**config.mk**
```make
export PLATFORM = sky130hd
export DESIGN_NAME = ook_switch_frame_encoder_unit
export DESIGN_NICKNAME = d
export VERILOG_FILES = /design/src/hdl/ofe_pkg.sv /design/src/hdl/ook_switch_frame_encoder_unit.sv /design/src/hdl/ofe_front.sv /design/src/hdl/ofe_queue.sv /design/src/hdl/ofe_back.sv
export SDC_FILE = /design/constraint.sdc
export NUM_CORES = 1
export LEC_CHECK = 0
export ABC_AREA = 1
export BUFFER_PORTS_ARGS = -buffer_cell sky130_fd_sc_hd__buf_2
export CORE_UTILIZATION = 50
export CTS_BUF_LIST = sky130_fd_sc_hd__clkbuf_16
export CTS_CLUSTER_DIAMETER = 50
export CTS_CLUSTER_SIZE = 14
export DETAILED_ROUTE_END_ITERATION = 16
export PLACE_DENSITY = 0.68
export SETUP_SLACK_MARGIN = 0.3
export SKIP_CTS_REPAIR_TIMING = 1
export SYNTH_ARGS = -nofsm -noshare
export SYNTH_HDL_FRONTEND = slang
export SYNTH_SLANG_ARGS = --single-unit
```
**constraint.sdc**
```tcl
create_clock -name clk -period 13.6 [get_ports clk]
set_input_delay 0 -clock clk [delete_from_list [all_inputs] [get_ports clk]]
set_output_delay 0 -clock clk [all_outputs]
set_load 0.02 [all_outputs]
```
**src/hdl/ofe_pkg.sv**
```systemverilog
// Shared types, constants and helpers for the switch frame encoder.
// No dependencies; used by every module of the block by scoped names.
`timescale 1ns / 1ps

package ofe_pkg;

	localparam int FRAME_BITS = 48;
	localparam int CNT_W      = $clog2(FRAME_BITS);
	localparam int TIME_W     = 22;
	localparam int BASE_W     = 16;
	localparam int LONG_W     = 4;
	localparam int SYNC_W     = 6;
	localparam int ID_W       = 16;
	localparam int UNIT_W     = 5;
	localparam int IDX_W      = 2;

	localparam logic [ID_W-1:0]   ID_MAX     = ID_W'(29999);
	localparam logic [UNIT_W-1:0] UNIT_MAX   = UNIT_W'(19);
	localparam logic [7:0]        HDR_BYTE   = 8'h55;
	localparam logic [7:0]        FTR_BYTE   = 8'hFF;

	localparam logic [BASE_W-1:0] BASE_RST = BASE_W'(284);
	localparam logic [LONG_W-1:0] LONG_RST = LONG_W'(2);
	localparam logic [SYNC_W-1:0] SYNC_RST = SYNC_W'(34);

	localparam logic [IDX_W-1:0] REG_BASE = 2'd0;
	localparam logic [IDX_W-1:0] REG_LONG = 2'd1;
	localparam logic [IDX_W-1:0] REG_SYNC = 2'd2;

	localparam logic [CNT_W-1:0] CNT_LAST = CNT_W'(FRAME_BITS - 1);

	typedef enum logic [1:0] {
		FAULT_NONE = 2'd0,
		FAULT_ID   = 2'd1,
		FAULT_UNIT = 2'd2
	} fault_t;

	typedef struct packed {
		logic [FRAME_BITS-1:0] frame;
		fault_t                fault;
	} cmd_t;

	// Units come in groups of five; each group starts 16 codes further on.
	function automatic logic [7:0] device_code(input logic [UNIT_W-1:0] unit,
		input logic off);
		logic [7:0] g8;
		begin
			if (unit <= UNIT_W'(5))
				g8 = 8'd0;
			else if (unit <= UNIT_W'(10))
				g8 = 8'd1;
			else if (unit <= UNIT_W'(15))
				g8 = 8'd2;
			else
				g8 = 8'd3;
			device_code = (g8 << 4) + {2'b00, unit, 1'b0} - (g8 * 8'd10) - 8'd1
				+ {7'd0, off};
		end
	endfunction

endpackage

```
**src/hdl/ook_switch_frame_encoder_unit.sv**
```systemverilog
// Top level of the switch frame encoder: config registers, front end,
// command queue and pulse emitter. Depends on ofe_pkg, ofe_front, ofe_queue, ofe_back.
`timescale 1ns / 1ps
//
// channel   direction  handshake          payload
// command   in         push / full        device_id, unit_number, turn_off
// pulse     out        empty / pop        high_time, low_time, fault, last
// config    in         wr_en              wr_index, wr_data
//
// A valid command gives 48 pulse pairs, one per cycle from the bit shifter while the output item is popped;
// a rejected command gives one error item.
// Up to two commands wait in the queue while another is shifted out.
// Reset loads the register defaults and empties queue and output register.
// The shifter stalls only while the output item is not popped.

module ook_switch_frame_encoder_unit (
	input  logic                         clk,
	input  logic                         arst_n,
	input  logic                         push,
	output logic                         full,
	input  logic [ofe_pkg::ID_W-1:0]     device_id,
	input  logic [ofe_pkg::UNIT_W-1:0]   unit_number,
	input  logic                         turn_off,
	output logic                         empty,
	input  logic                         pop,
	output logic [ofe_pkg::TIME_W-1:0]   high_time,
	output logic [ofe_pkg::TIME_W-1:0]   low_time,
	output logic [1:0]                   fault,
	output logic                         last,
	input  logic                         wr_en,
	input  logic [ofe_pkg::IDX_W-1:0]    wr_index,
	input  logic [ofe_pkg::BASE_W-1:0]   wr_data
);

	logic [ofe_pkg::BASE_W-1:0] base_q;
	logic [ofe_pkg::LONG_W-1:0] long_q;
	logic [ofe_pkg::SYNC_W-1:0] sync_q;

	ofe_pkg::cmd_t new_cmd;
	ofe_pkg::cmd_t head_cmd;
	logic          q_wr;
	logic          q_rd;
	logic          q_full;
	logic          q_empty;
	logic          out_valid;

	always_ff @(posedge clk or negedge arst_n) begin
		if (!arst_n) begin
			base_q <= ofe_pkg::BASE_RST;
			long_q <= ofe_pkg::LONG_RST;
			sync_q <= ofe_pkg::SYNC_RST;
		end else if (wr_en) begin
			case (wr_index)
				ofe_pkg::REG_BASE: base_q <= wr_data;
				ofe_pkg::REG_LONG: long_q <= wr_data[ofe_pkg::LONG_W-1:0];
				ofe_pkg::REG_SYNC: sync_q <= wr_data[ofe_pkg::SYNC_W-1:0];
				default: ;
			endcase
		end
	end

	assign full  = q_full;
	assign q_wr  = push && !q_full;
	assign empty = !out_valid;

	ofe_front u_front (
		.device_id   (device_id),
		.unit_number (unit_number),
		.turn_off    (turn_off),
		.cmd         (new_cmd)
	);

	ofe_queue u_queue (
		.clk     (clk),
		.arst_n  (arst_n),
		.wr      (q_wr),
		.wr_cmd  (new_cmd),
		.rd      (q_rd),
		.rd_cmd  (head_cmd),
		.q_full  (q_full),
		.q_empty (q_empty)
	);

	ofe_back u_back (
		.clk        (clk),
		.arst_n     (arst_n),
		.base_pulse (base_q),
		.long_ratio (long_q),
		.sync_ratio (sync_q),
		.q_cmd      (head_cmd),
		.q_empty    (q_empty),
		.q_rd       (q_rd),
		.pop        (pop),
		.out_valid  (out_valid),
		.high_time  (high_time),
		.low_time   (low_time),
		.fault      (fault),
		.last       (last)
	);

endmodule

```
**src/hdl/ofe_front.sv**
```systemverilog
// Front end: validates one switch command and assembles its 48-bit frame.
// Depends on ofe_pkg.
`timescale 1ns / 1ps

module ofe_front (
	input  logic [ofe_pkg::ID_W-1:0]   device_id,
	input  logic [ofe_pkg::UNIT_W-1:0] unit_number,
	input  logic                       turn_off,
	output ofe_pkg::cmd_t              cmd
);

	logic id_bad;
	logic unit_bad;

	assign id_bad   = (device_id == '0) || (device_id > ofe_pkg::ID_MAX);
	assign unit_bad = (unit_number == '0) || (unit_number > ofe_pkg::UNIT_MAX);

	always_comb begin
		cmd.frame = {ofe_pkg::HDR_BYTE, 8'h00, device_id,
			ofe_pkg::device_code(unit_number, turn_off), ofe_pkg::FTR_BYTE};
		// id is checked before unit
		if (id_bad)
			cmd.fault = ofe_pkg::FAULT_ID;
		else if (unit_bad)
			cmd.fault = ofe_pkg::FAULT_UNIT;
		else
			cmd.fault = ofe_pkg::FAULT_NONE;
	end

endmodule

```
**src/hdl/ofe_queue.sv**
```systemverilog
// Two-entry command queue between the front end and the pulse emitter.
// Depends on ofe_pkg.
`timescale 1ns / 1ps

module ofe_queue (
	input  logic          clk,
	input  logic          arst_n,
	input  logic          wr,
	input  ofe_pkg::cmd_t wr_cmd,
	input  logic          rd,
	output ofe_pkg::cmd_t rd_cmd,
	output logic          q_full,
	output logic          q_empty
);

	ofe_pkg::cmd_t slot_q [2];
	logic          wr_ptr_q;
	logic          rd_ptr_q;
	logic [1:0]    count_q;

	assign q_full  = (count_q == 2'd2);
	assign q_empty = (count_q == 2'd0);
	assign rd_cmd  = slot_q[rd_ptr_q];

	always_ff @(posedge clk or negedge arst_n) begin
		if (!arst_n) begin
			wr_ptr_q <= 1'b0;
			rd_ptr_q <= 1'b0;
			count_q  <= 2'd0;
		end else begin
			if (wr)
				wr_ptr_q <= ~wr_ptr_q;
			if (rd)
				rd_ptr_q <= ~rd_ptr_q;
			if (wr && !rd)
				count_q <= count_q + 2'd1;
			else if (rd && !wr)
				count_q <= count_q - 2'd1;
		end
	end

	always_ff @(posedge clk) begin
		if (wr)
			slot_q[wr_ptr_q] <= wr_cmd;
	end

endmodule

```
**src/hdl/ofe_back.sv**
```systemverilog
// Back end: shifts a queued frame out as one pulse pair per cycle into an
// output register while that register is free or popped. Depends on ofe_pkg.
`timescale 1ns / 1ps

module ofe_back (
	input  logic                         clk,
	input  logic                         arst_n,
	input  logic [ofe_pkg::BASE_W-1:0]   base_pulse,
	input  logic [ofe_pkg::LONG_W-1:0]   long_ratio,
	input  logic [ofe_pkg::SYNC_W-1:0]   sync_ratio,
	input  ofe_pkg::cmd_t                q_cmd,
	input  logic                         q_empty,
	output logic                         q_rd,
	input  logic                         pop,
	output logic                         out_valid,
	output logic [ofe_pkg::TIME_W-1:0]   high_time,
	output logic [ofe_pkg::TIME_W-1:0]   low_time,
	output logic [1:0]                   fault,
	output logic                         last
);

	logic                              active_q;
	logic [ofe_pkg::FRAME_BITS-1:0]    frame_q;
	ofe_pkg::fault_t                   fault_q;
	logic [ofe_pkg::CNT_W-1:0]         cnt_q;
	logic                              out_valid_q;
	logic [ofe_pkg::TIME_W-1:0]        high_q;
	logic [ofe_pkg::TIME_W-1:0]        low_q;
	logic [1:0]                        fault_out_q;
	logic                              last_out_q;

	logic                       advance;
	logic                       emit;
	logic                       err_item;
	logic                       final_pair;
	logic                       finish;
	logic [ofe_pkg::TIME_W-1:0] base_t;
	logic [ofe_pkg::TIME_W-1:0] long_t;
	logic [ofe_pkg::TIME_W-1:0] sync_t;

	assign advance    = !out_valid_q || pop;
	assign emit       = active_q && advance;
	assign err_item   = (fault_q != ofe_pkg::FAULT_NONE);
	assign final_pair = (cnt_q == ofe_pkg::CNT_LAST);
	assign finish     = emit && (err_item || final_pair);
	// next command loads on the cycle the previous one's last pair goes out
	assign q_rd       = (!active_q || finish) && !q_empty;

	assign base_t = ofe_pkg::TIME_W'(base_pulse);
	assign long_t = base_t * ofe_pkg::TIME_W'(long_ratio);
	assign sync_t = base_t * ofe_pkg::TIME_W'(sync_ratio);

	always_ff @(posedge clk or negedge arst_n) begin
		if (!arst_n) begin
			active_q    <= 1'b0;
			cnt_q       <= '0;
			out_valid_q <= 1'b0;
		end else begin
			if (q_rd) begin
				active_q <= 1'b1;
				cnt_q    <= '0;
			end else if (finish) begin
				active_q <= 1'b0;
			end else if (emit) begin
				cnt_q <= cnt_q + ofe_pkg::CNT_W'(1);
			end
			if (emit)
				out_valid_q <= 1'b1;
			else if (pop)
				out_valid_q <= 1'b0;
		end
	end

	always_ff @(posedge clk) begin
		if (q_rd) begin
			frame_q <= q_cmd.frame;
			fault_q <= q_cmd.fault;
		end else if (emit) begin
			frame_q <= {frame_q[ofe_pkg::FRAME_BITS-2:0], 1'b0};
		end
		if (emit) begin
			fault_out_q <= fault_q;
			if (err_item) begin
				high_q     <= '0;
				low_q      <= '0;
				last_out_q <= 1'b1;
			end else begin
				high_q     <= frame_q[ofe_pkg::FRAME_BITS-1] ? long_t : base_t;
				low_q      <= final_pair ? sync_t : base_t;
				last_out_q <= final_pair;
			end
		end
	end

	assign out_valid = out_valid_q;
	assign high_time = high_q;
	assign low_time  = low_q;
	assign fault     = fault_out_q;
	assign last      = last_out_q;

`ifndef NO_ASSERTIONS
	a_load_nonempty: assert property (@(posedge clk) disable iff (!arst_n)
		q_rd |-> !q_empty)
		else $error("command loaded from an empty queue");

	a_cnt_range: assert property (@(posedge clk) disable iff (!arst_n)
		active_q |-> (cnt_q <= ofe_pkg::CNT_LAST))
		else $error("pulse counter past frame end");

	a_fault_last: assert property (@(posedge clk) disable iff (!arst_n)
		(out_valid_q && (fault_out_q != ofe_pkg::FAULT_NONE)) |-> last_out_q)
		else $error("error item not marked last");

	a_emit_fills: assert property (@(posedge clk) disable iff (!arst_n)
		emit |=> out_valid_q)
		else $error("emitted pair not held in output register");
`endif

endmodule

```
-- Word level (Yosys, flattened, before mapping)
Memories as Yosys holds them, arrays and structs flattened.
Cells that the tools add are included.
Widths: inputs -> output; s select.
- bits in writable memories: 52
- memories kept: 1
- register bits: 133
- input bits: 45
- memory list (memory ; words ; width ; read ports ; clocked after memory_dff ; write ports ; line ; text):
    u_queue.slot_q ; 2 ; 26 ; 1 ; 0 ; 1 ; ofe_queue.sv:16 ; ofe_pkg::cmd_t slot_q [2];
- order comparisons: 5
- multipliers: 3
- reduce and logical (&&, ||, !) cells: 32
- equal/unequal tests: 5
- bitwise gates (word level): 4
- add/subtract/negate cells: 7
- multiplexer cells: 20
- operators by type and width (cell ; count):
    $mux 48 ; 2
    $mux 16 ; 2
    $mul 16x6->22 ; 1
    $mul 16x4->20 ; 1
    $mux 6 ; 3
    $gt 16x15->1 const B ; 1
    $logic_not 16->1 ; 1
    $mux 8 ; 2
    $le 5x4->1 const B ; 2
    $reduce_bool 2->1 ; 5
    $add 8x1->8 ; 1
    $add 8x6->8 ; 1
    $mul 8x3->7 const B ; 1
    $mux 2 ; 4
    $reduce_and 2->1 ; 4
    $sub 8x1->8 const B ; 1
    $sub 8x8->8 ; 1
    $mux 1 ; 7
    $add 6x1->6 const B ; 1
    $eq 6x6->1 const B ; 1
    $logic_and 1x1->1 ; 6
    $logic_not 1->1 ; 6
    $gt 5x5->1 const B ; 1
    $le 5x3->1 const B ; 1
    other kinds (10) ; 20

-- Longest topological paths before layout
Gate-level depths: netlist of the first run.
- depth in word-level cells: 9
- gate-level depth with buffers: 20

-- Cells and area by module
Synthesis of the first run repeated with hierarchy kept, for this count alone.
- cells, all modules: 1761
- area, all modules: 15889.0 um^2
- modules (own cells, without submodules) (module ; cells an instance ; instances ; area each (um^2)):
    ofe_back ; 1341 ; 1 ; 9922.0
    ofe_queue ; 181 ; 1 ; 4067.7
    ook_switch_frame_encoder_unit ; 120 ; 1 ; 1114.8
    ofe_front ; 119 ; 1 ; 784.5

-- Worst setup path before layout of the first run
No wires, ideal clock.
- path type: reg-to-reg
- start: reg u_queue.count_q[0]
- end: reg u_back.cnt_q[5] (netlist bit)
- period minus slack after synthesis: 4871 ps
- cell stages (with the launch flop): 7
- arrival: 4727 ps
- path slack: 8729 ps
- path through: dfrtp_1 nor2_1 o21ai_0 o21ai_1 buf_2 nand2_1 o21ai_0
- cells in the longest elaborated chain, start to end: 5
- RTL lines (item ; line ; text):
    start: declaration ; ofe_queue.sv:19 ; logic [1:0] count_q;
    start signal: assignment ; ofe_queue.sv:36 ; count_q <= count_q + 2'd1;
    start signal: assignment ; ofe_queue.sv:38 ; count_q <= count_q - 2'd1;
    $logic_not 2->1 (*) ; ofe_queue.sv:22 ; assign q_empty = (count_q == 2'd0);
    $logic_not 1->1 (*) ; ofe_back.sv:47 ; assign q_rd = (!active_q || finish) && !q_empty;
    $logic_and 1x1->1 (*) ; ofe_back.sv:47 ;
    $ne 2x2->1 (no line) or $reduce_bool 2->1 (tied branches) ; n/a ;
    $reduce_and 2->1 (no line) ; n/a ;
    end signal: assignment ; ofe_back.sv:65 ; cnt_q <= cnt_q + ofe_pkg::CNT_W'(1);
    end: declaration ; ofe_back.sv:25 ; logic [ofe_pkg::CNT_W-1:0] cnt_q;
Mark *: on every way between the ends. The rest lies on a longest branch, timed or not.
A chain may end at the register's enable or synchronous reset.

-- Worst setup path in the final report of the first run
- start: reg base_q[13] (netlist bit)
- end: reg u_back.low_q (netlist bit u_back.low_time[21]) (data pin)
- cells in the longest elaborated chain, start to end: 1
- RTL lines (item ; line ; text):
    start: declaration ; ook_switch_frame_encoder_unit.sv:35 ; logic [ofe_pkg::BASE_W-1:0] base_q;
    start signal: assignment ; ook_switch_frame_encoder_unit.sv:49 ; base_q <= ofe_pkg::BASE_RST;
    start signal: assignment ; ook_switch_frame_encoder_unit.sv:54 ; ofe_pkg::REG_BASE: base_q <= wr_data;
    $mul 16x6->22 ; ofe_back.sv:51 ; assign sync_t = base_t * ofe_pkg::TIME_W'(sync_ratio);
    end signal: assignment ; ofe_back.sv:89 ; low_q <= final_pair ? sync_t : base_t;
    end: declaration ; ofe_back.sv:28 ; logic [ofe_pkg::TIME_W-1:0] low_q;
No other way between the ends.

==> results.py, run 1 <==
metrics = {
    "routing": {
        "first_pass_iters": 5,
        "wl_per_cell_um": 14.97,
        "viasPerCell": 5.062,
        "drt_iter0_markers": 815,
        "drcViolationCount": 0,
        "antenna_left": 0,
        "routed_wl_um": 29780,
        "vias": 10069,
    },
    "critical_path": {
        "cp_top_family": "adder cells",
        "cp_data_required_time_ps": 13760,
        "path_max_fanout": 12,
        "slowest_delay_ps": 750,
        "crit_buf_inv": 3,
        "endpoint_kind": "flip-flop",
        "critical_path.slowest_cell": "dfrtp_1",
        "crit_type": "flip-flop to flip-flop",
        "crit_path_cell_trace": "nand2_1 > fa_1 > inv_1 > fa_1 > inv_1 > fa_1 > inv_1 > ha_1 > nand2_1 > nor2_1 > and2_1 > nand2_1 > nand3_1 > a21oi_1",
        "arrival_ps": 4330,
        "cp-start-kind": "flip-flop",
    },
    "finish": {
        "final_cell_mix": "nand2_1 (424), inv_1 (354), edfxtp_1 (147)",
        "fin_util_pct": 57.08,
        "multi_input_area_sq_um": 6247,
        "nets": 1838,
        "area.growth.synth_to_final_pct": 12.25,
        "n_antenna_cell": 0,
        "nFillCells": 2269,
        "final_common_cell": "nand2_1",
        "ff_latch_area_sq_um": 5374,
        "design_area_sq_um": 14830,
        "drive_gt1_share_pct": 11.67,
    },
    "timing": {
        "rsz0062_at_grt": "false",
        "fmax_mhz": 239.5,
        "hold_violations": 0,
        "fin_setup_tns_ps": 0,
        "slew-limit-headroom_pct": 23.90,
        "fin_skew_ps": 13.20,
        "slew_viol_final": 0,
        "post-route-period-util_pct": 30.71,
        "tightest_slew_ps": 1141,
        "period_minus_slack_ps": 4176,
        "setup_viol": 0,
    },
    "synthesis": {
        "ys_warn_count": 0,
        "yosys_register_bits": 185,
        "ys_types": 43,
        "synth.avg_cell_area_sq_um": 8.514,
        "syn_area_sq_um": 13210,
        "synth_seq_area_share_pct": 40.67,
        "syn-instance-count": 1552,
    },
    "placed_design": {
        "gp_congestion": 0.9111,
        "placedInstanceArea_sq_um": 13870,
        "hpwl_um": 21630,
        "port_buffers": 91,
    },
    "clock_network": {
        "path_clk_slew_ps": 80,
        "numClockSinks": 185,
        "clock_path_buffers": 2,
        "clk_latency_ps": 440,
        "cts.htree.levels": 4,
        "cts-buffers-inserted": 17,
        "cts_root_buf": "clkbuf_16",
        "cts_tree": "built",
    },
    "outcome": {
        "status": "finished clean",
    },
    "die": {
        "coreArea_sq_um": 25980,
        "initial_core_util_pct": 50.85,
        "fp.dieW_um": 164.6,
        "die_y_um": 164.6,
        "io_pins": 94,
        "num_rows": 59,
        "die_area_sq_um": 27080,
    },
    "global_routing": {
        "grt_start_max_net_pins": 51,
        "grt_pass1_wl_um": 47810,
        "grt_usage_pct": 23.02,
        "grt_pass1_vias": 9580,
        "antenna_found_initial": 0,
        "grt_overflow_total": 0,
    },
    "power_and_ir_drop": {
        "ir_drop_mv": 0.1028,
        "powerDensity_nw_per_um2": 223.8,
        "leakagePower_nw": 7.901,
        "power_w": 0.003320,
    },
    "worst_hold_path": {
        "hold_class": "primary input to flip-flop",
    },
    "job": {
        "maxCapViolations": 0,
    },
}
==> Yosys cell counts, drive strengths merged <==
| cell type | number | area, sq um |
|---|---|---|
| ha | 65 | 813.3 |
| nor3 | 7 | 35.03 |
| a22o | 3 | 26.28 |
| buf | 14 | 96.34 |
| nand3 | 50 | 262.8 |
| dfrtp | 31 | 775.7 |
| conb | 1 | 3.750 |
| edfxtp | 147 | 4414 |
| mux2 | 2 | 22.52 |
| nor2 | 85 | 334.1 |
| clkbuf | 47 | 176.4 |
| o21ai | 49 | 245.2 |
| a21oi | 66 | 330.3 |
| nand4 | 2 | 12.51 |
| and2 | 4 | 25.02 |
| nand3b | 2 | 15.01 |
| inv | 356 | 1336 |
| dfstp | 7 | 183.9 |
| o22ai | 6 | 37.54 |
| o211ai | 24 | 215.2 |
| a21o | 1 | 7.510 |
| o21bai | 1 | 7.510 |
| xnor2 | 10 | 87.58 |
| fa | 87 | 1742 |
| a31oi | 2 | 12.51 |
| or2 | 39 | 244.0 |
| clkinv | 1 | 3.750 |
| o2111ai | 1 | 8.760 |
| nand2 | 429 | 1628 |
| nor4 | 1 | 6.260 |
| xor2 | 12 | 105.1 |
==> flip-flops by register name (all words and copies together) (netlist names), 4 cells and up <==
name and cells:
base_q 16, u_back.low_time 22, u_back.cnt_q 6, u_back.frame_q 48, sync_q 6, long_q 4
u_back.high_time 20, u_queue.slot_q 52
==> tightest hold or removal path: cells and delay by family <==
family     cells  cell delay, ps
buf+inv        1             100
fa+ha+maj      2             260
==> cell type report <==
| cell class | instances | area share (%) |
|---|---|---|
| multi-input cells | 950 | 42.12 |
| flip-flops and latches | 185 | 36.23 |
| inverters | 357 | 9.034 |
| repair buffers | 130 | 5.635 |
| clock buffers | 17 | 2.868 |
| well taps | 335 | 2.826 |
| clock inverters | 15 | 1.291 |
==> metrics by stage <==
step	std cells	setup WS (ps)	hold slack [ps]
CTS	1954	9443	-320.6
global route	1989	9140	31.09
global placement	1922	9485	156.8
finish	1989	9424	39.22
detailed placement	1922	9450	164.1
floorplan	1553	8729	-295.6
==> metal layers <==
layer,global-route usage [%],part of all wire [%],vias to the layer above
met5,0,0,-
met3,3.491,5.7,50
met4,7.840,2.6,0
met2,38.79,49,312
met1,30.24,43,4778
li1,-,-,4929
==> where the power goes <==
part	total (W)	switching, W	internal [W]
clock network	0.000507	0.000256	0.000251
registers	0.00106	0.000139	0.000923
logic	0.00175	0.00116	0.000592
total	0.00332	0.00155	0.00177
==> kinds of logic after synthesis <==
group	after synthesis	synth area share, %
and+or+nand+nor	619	19.39
buffers and inverters	418	12.21
DFF	185	40.67
AOI/OAI and AO/OA	153	6.742
adders and majority gates	152	19.34
xor gates and xnor gates	22	1.458
muxes	2	0.1704
other	1	0.02838
==> worst paths after layout <==
check,to,slack [ps],startpoint,cells past startpoint
hold / removal,u_queue.slot_q[1][3]$_DFFE_PP_,40,unit_number[0],3
setup / recovery,u_back.low_time[21]$_SDFFCE_PP0P_,9420,base_q[13]$_DFFE_PN0P_,14
max in group asynchronous,u_back.cnt_q[2]$_DFFE_PN0P_,12810,arst_n,2
min in group asynchronous,base_q[14]$_DFFE_PN0P_,210,arst_n,2
setup reg to reg,u_back.low_time[21]$_SDFFCE_PP0P_,9420,base_q[13]$_DFFE_PN0P_,14
hold reg to reg,u_back.fault[1]$_DFFE_PP_,450,u_back.fault_q[1]$_DFFE_PP_,0
Note: power is estimated with default switching activity, not from simulation.
==> run 2, diff against run 1 <==
- PLACE_DENSITY: 0.68 -> 0.71
- clock period: 13.6 -> 3.75 ns (I/O delays scaled with it)
==> run 2 against run 1 <==
Compared with the run above: non-clock buffer count rose by 62; total power grew to 4.2 times the previous value; clock power grew to 3.8 times the previous value; global-route usage fell by 0.35 points; critical endpoint is now u_back.low_time[13]$_SDFFCE_PN0P_; critical path type unchanged; clock skew increased by 11 ps; utilization up 4.8 points; count of clock-buffer cells in the layout did not move; combinational power grew to 4.7 times the previous value; the flow now finishes with violations (setup timing); cell count rose by 3.2%; first-iteration DRC count fell by 22%.
==> results.py, run 2 (same netlist as run 1, synthesis figures left out) <==
metrics = {
    "timing": {
        "slew-limit-headroom_pct": 33.09,
        "post-route-period-util_pct": 100.9,
        "tightest_slew_ps": 1001,
        "fin_skew_ps": 24.16,
        "period_minus_slack_ps": 3785,
        "slew_viol_final": 0,
        "fmax_mhz": 264.2,
        "setup_ws_ps": -34.94,
        "hold_violations": 0,
        "setup_viol": 5,
        "rsz0062_at_grt": "true",
    },
    "critical_path": {
        "crit_type": "flip-flop to flip-flop",
        "arrival_ps": 3990,
        "endpoint_kind": "flip-flop",
        "cp-start-kind": "flip-flop",
        "cp_data_required_time_ps": 3950,
        "path_max_fanout": 8,
    },
    "job": {
        "maxCapViolations": 0,
    },
    "finish": {
        "max_flop_register": "u_queue.slot_q",
        "drive_gt1_share_pct": 22.79,
        "final_common_cell": "nand2_1",
        "multi_input_area_sq_um": 6945,
        "nets": 1900,
        "ff_latch_area_sq_um": 5396,
        "final_cell_mix": "nand2_1 (389), inv_1 (339), edfxtp_1 (147)",
        "fin_cells": 2052,
        "area.growth.synth_to_final_pct": 21.78,
        "largest_reg_flops": 52,
        "nFillCells": 2179,
    },
    "power_and_ir_drop": {
        "ir_drop_mv": 0.6315,
        "power_w": 0.01388,
        "leakagePower_nw": 8.313,
        "powerDensity_nw_per_um2": 862.7,
    },
    "clock_network": {
        "cts.htree.levels": 4,
        "path_clk_slew_ps": 90,
        "clk_latency_ps": 460,
        "cts_root_buf": "clkbuf_16",
        "numClockSinks": 185,
        "cts_tree": "built",
        "clock_path_buffers": 2,
        "cts-buffers-inserted": 17,
    },
    "routing": {
        "wl_per_cell_um": 14.83,
        "first_pass_iters": 5,
        "antenna_left": 0,
        "routed_wl_um": 30440,
        "drt_iter0_markers": 638,
        "vias": 10319,
        "drcViolationCount": 0,
        "viasPerCell": 5.029,
    },
    "placed_design": {
        "place_ws_ps": -64.32,
        "gp_congestion": 0.9014,
        "dpl.cell_count": 1954,
        "hpwl_um": 21540,
        "port_buffers": 91,
    },
    "global_routing": {
        "grt_pass1_wl_um": 47640,
        "grt_overflow_total": 0,
        "grt_usage_pct": 22.67,
        "grt_pass1_vias": 9765,
        "antenna_found_initial": 1,
        "grt_start_max_net_pins": 49,
    },
    "die": {
        "num_rows": 59,
        "coreArea_sq_um": 25980,
        "die_area_sq_um": 27080,
        "die_y_um": 164.6,
        "fp.dieW_um": 164.6,
        "io_pins": 94,
        "initial_core_util_pct": 50.85,
    },
    "outcome": {
        "status": "complete, but fails checks",
        "violations": "setup timing",
    },
    "worst_hold_path": {
        "hold_class": "primary input to flip-flop",
    },
}
==> run 2: changes by cell type in the layout (fill, tap and decap cells not counted), moves of 10 or more <==
| cell | previous run | this run |
|---|---|---|
| a21oi_1 | 66 | 50 |
| inv_2 | 2 | 17 |
| inv_1 | 354 | 339 |
| nand3_1 | 49 | 35 |
| ha_4 | 0 | 22 |
| nand2_2 | 4 | 31 |
| a21oi_2 | 0 | 11 |
| buf_4 | 4 | 60 |
| dfrtp_1 | 31 | 19 |
| ha_1 | 65 | 40 |
| nand2_1 | 424 | 389 |
| dfrtp_2 | 0 | 12 |
| nand3_2 | 0 | 10 |
==> run 2: layout make-up <==
type / count / share of cell area (%)
sequential: 185 / 33.54
clock buffer: 17 / 2.644
multi-input combinational: 950 / 43.16
timing repair buffer: 192 / 8.413
tap: 335 / 2.605
clock inverter: 15 / 1.298
inverter: 357 / 8.328
antenna: 1 / 0.01555
==> run 2: final timing paths <==
kind | startpoint | to | slack, ps | cells after the start
setup / recovery | sync_q[5]$_DFFE_PN1P_ | u_back.low_time[13]$_SDFFCE_PN0P_ | -30 | 16
hold / removal | wr_en | long_q[1]$_DFFE_PN1P_ | 50 | 3
setup reg to reg | sync_q[5]$_DFFE_PN1P_ | u_back.low_time[13]$_SDFFCE_PN0P_ | -30 | 16
hold reg to reg | u_back.fault_q[1]$_DFFE_PP_ | u_back.fault[1]$_DFFE_PP_ | 490 | 0
max in group asynchronous | arst_n | base_q[11]$_DFFE_PN0P_ | 2890 | 2
min in group asynchronous | arst_n | u_back.cnt_q[2]$_DFFE_PN0P_ | 230 | 2
==> run 2: through the flow <==
| stage | hold slack (ps) | TNS, ps | utilization, % | instance area [sq um] |
|---|---|---|---|---|
| final | 52.15 | -82.58 | 61.93 | 16090 |
| after global placement | 168.3 | 0 | 55.51 | 14420 |
| after detailed placement | 170.6 | -423.6 | 55.51 | 14420 |
| after CTS | -301.4 | -422.1 | 57.95 | 15060 |
| after floorplan | -295.6 | 0 | - | 13570 |
| after global routing | 88.33 | -1552 | 61.93 | 16090 |
==> run 2: per-layer routing <==
metal | vias to the layer above | GRT usage (%) | part of all wire, %
li1 | 5057 | - | -
met1 | 4941 | 28.04 | 41
met2 | 286 | 39.88 | 52
met3 | 35 | 4.093 | 5.3
met4 | 0 | 7.381 | 2.1
met5 | - | 0 | 0
==> run 2: power breakdown <==
part	switching (W)	internal, W
Combinational	0.00503	0.00321
Clock	0.000985	0.000938
Sequential	0.000362	0.00335
Total	0.00638	0.00750
==> run 2: worst max-delay path: stages (launching register included) <==
cell and delay [ps]:
dfstp_4 690, buf_8 140, nand2_2 60, inv_2 60
fa_1 440, fa_1 530, inv_1 60, fa_1 540
inv_2 60, ha_4 300, nand2_4 60, nor2_4 100
nand3_2 100, nand3_4 130, a21oi_1 70, o21ai_1 120
nand2_1 80
==> run 3, diff against run 2 <==
- BUFFER_PORTS_ARGS: -buffer_cell sky130_fd_sc_hd__buf_2 -> -buffer_cell sky130_fd_sc_hd__buf_4
==> run 3 against run 2 <==
Compared with the run above: the flow still finishes with violations (setup timing); non-clock buffer count down 21; clock skew decreased by 7.8 ps; first-iteration DRC count grew 9.4%; count of clock-buffer cells in the layout did not move; highest routed layer unchanged; fmax is 0.58% higher; sequential cell count unchanged; largest cell class unchanged; sequential power is essentially flat; combinational power down 2%; global-route usage increased by 0.19 points.
==> results.py, run 3 (same netlist as run 1, synthesis figures left out) <==
metrics = {
    "outcome": {
        "status": "complete, but fails checks",
        "violations": "setup timing",
    },
    "clock_network": {
        "path_clk_slew_ps": 90,
        "numClockSinks": 185,
        "cts-buffers-inserted": 17,
        "cts_tree": "built",
        "cts_root_buf": "clkbuf_16",
        "clock_path_buffers": 2,
        "cts.htree.levels": 4,
        "clk_latency_ps": 440,
    },
    "timing": {
        "fin_setup_tns_ps": -18.01,
        "slew-limit-headroom_pct": 52.18,
        "rsz0062_at_grt": "true",
        "fmax_mhz": 265.7,
        "tightest_slew_ps": 716.4,
        "period_minus_slack_ps": 3763,
        "fin_skew_ps": 16.40,
        "slew_viol_final": 0,
        "setup_viol": 2,
        "post-route-period-util_pct": 100.4,
        "hold_violations": 0,
        "setup_ws_ps": -13.21,
    },
    "job": {
        "maxCapViolations": 0,
    },
    "global_routing": {
        "grt_pass1_vias": 10076,
        "grt_usage_pct": 22.86,
        "grt_start_max_net_pins": 49,
        "grt_overflow_total": 0,
        "antenna_found_initial": 0,
        "grt_pass1_wl_um": 48270,
    },
    "critical_path": {
        "crit_type": "flip-flop to flip-flop",
        "cp_data_required_time_ps": 3950,
        "arrival_ps": 3970,
        "rr_worst_depth": 16,
        "path_max_fanout": 9,
        "endpoint_kind": "flip-flop",
        "cp-start-kind": "flip-flop",
    },
    "power_and_ir_drop": {
        "powerDensity_nw_per_um2": 852.1,
        "leakagePower_nw": 8.263,
        "clock_power_share_pct": 14.0,
        "p_sw_w": 0.006253,
        "ir_drop_mv": 0.8104,
        "power_frac_seq_pct": 27.2,
        "swShare_pct": 45.64,
        "pwr-share-comb_pct": 58.9,
        "p_int_w": 0.007448,
    },
    "placed_design": {
        "placedInstanceArea_sq_um": 14660,
        "dpl.cell_count": 1954,
        "port_buffers": 91,
        "gp_congestion": 0.8790,
        "hpwl_um": 21760,
    },
    "finish": {
        "largest_reg_flops": 52,
        "drive_gt1_share_pct": 20.88,
        "fin_cells": 2030,
        "nets": 1879,
        "nFillCells": 2199,
        "final_cell_mix": "nand2_1 (393), inv_1 (339), edfxtp_1 (147)",
        "design_area_sq_um": 16080,
        "area.growth.synth_to_final_pct": 21.68,
        "max_flop_register": "u_queue.slot_q",
        "n_antenna_cell": 0,
        "final_common_cell": "nand2_1",
    },
    "die": {
        "die_area_sq_um": 27080,
        "die_y_um": 164.6,
        "initial_core_util_pct": 50.85,
        "num_rows": 59,
        "coreArea_sq_um": 25980,
        "fp.dieW_um": 164.6,
        "io_pins": 94,
    },
    "routing": {
        "wl_per_cell_um": 14.85,
        "viasPerCell": 5.047,
        "drcViolationCount": 0,
        "vias": 10246,
        "drt_iter0_markers": 698,
        "first_pass_iters": 5,
        "antenna_left": 0,
        "routed_wl_um": 30150,
    },
    "worst_hold_path": {
        "hold_depth": 4,
        "hold_class": "primary input to flip-flop",
    },
}
-- run 3: cell types whose count changed in the layout (fill, tap and decap cells not counted), moves of 4 or more --
cell	change
buf_4	+66
nand2_2	-4
a21oi_1	+5
buf_2	-91
nand2_1	+4
-- run 3: worst max-delay path: stages (launching register included) --
cell and delay, ps:
dfstp_2 640, buf_12 150, nand2_1 50, inv_1 80, fa_1 440, fa_1 560, inv_1 50, fa_1 490
inv_2 40, ha_4 310, nand2_4 90, nor2_4 130, nand3_2 110, nand3_4 130, a21oi_1 70, o21ai_1 120
nand2_1 60
-- run 3: worst paths after layout --
| check | start | endpoint | slack (ps) |
|---|---|---|---|
| max | sync_q[1]$_DFFE_PN1P_ | u_back.low_time[13]$_SDFFCE_PN0P_ | -10 |
| max reg2reg | sync_q[1]$_DFFE_PN1P_ | u_back.low_time[13]$_SDFFCE_PN0P_ | -10 |
| min in group asynchronous | arst_n | u_back.cnt_q[1]$_DFFE_PN0P_ | 70 |
| min reg2reg | u_back.fault_q[1]$_DFFE_PP_ | u_back.fault[1]$_DFFE_PP_ | 460 |
| min | push | u_queue.wr_ptr_q$_DFFE_PN0P_ | 20 |
| max in group asynchronous | arst_n | base_q[7]$_DFFE_PN0P_ | 3260 |
-- run 3: final cells by class --
| type | instances | area, sq um | area share [%] |
|---|---|---|---|
| clock buffers | 17 | 425.4 | 2.646 |
| clock inverters | 15 | 200.2 | 1.245 |
| inverters | 357 | 1340 | 8.334 |
| multi-input cells | 950 | 6845 | 42.57 |
| flip-flops and latches | 185 | 5393 | 33.54 |
| well taps | 335 | 419.2 | 2.607 |
| repair buffers | 171 | 1456 | 9.058 |
-- run 3: per-stage QoR --
step	utilization (%)	hold slack, ps	power (W)	setup slack, ps
floorplan	-	-295.6	0.009392	203.4
global placement	56.43	2.077	0.01107	45.68
detailed placement	56.43	7.500	0.01123	-43.83
CTS	58.84	-467.3	0.01319	-96.55
global route	61.88	60.21	0.01482	-138.0
finish	61.88	16.88	0.01370	-13.21
-- run 3: layer usage --
metal	track usage, %	share of wire (%)	up-vias
li1	-	-	5011
met1	27.94	42	4938
met2	39.99	50	247
met3	3.817	4.4	50
met4	9.341	3.1	0
met5	0	0	-
-- run 3: power groups by stage --
stage	logic, W	clock network, W	registers, W
floorplan	0.00550	0	0.00389
global placement	0.00732	0	0.00375
global route	0.00901	0.00200	0.00381
CTS	0.00752	0.00194	0.00373
finish	0.00807	0.00191	0.00372
detailed placement	0.00746	0	0.00377
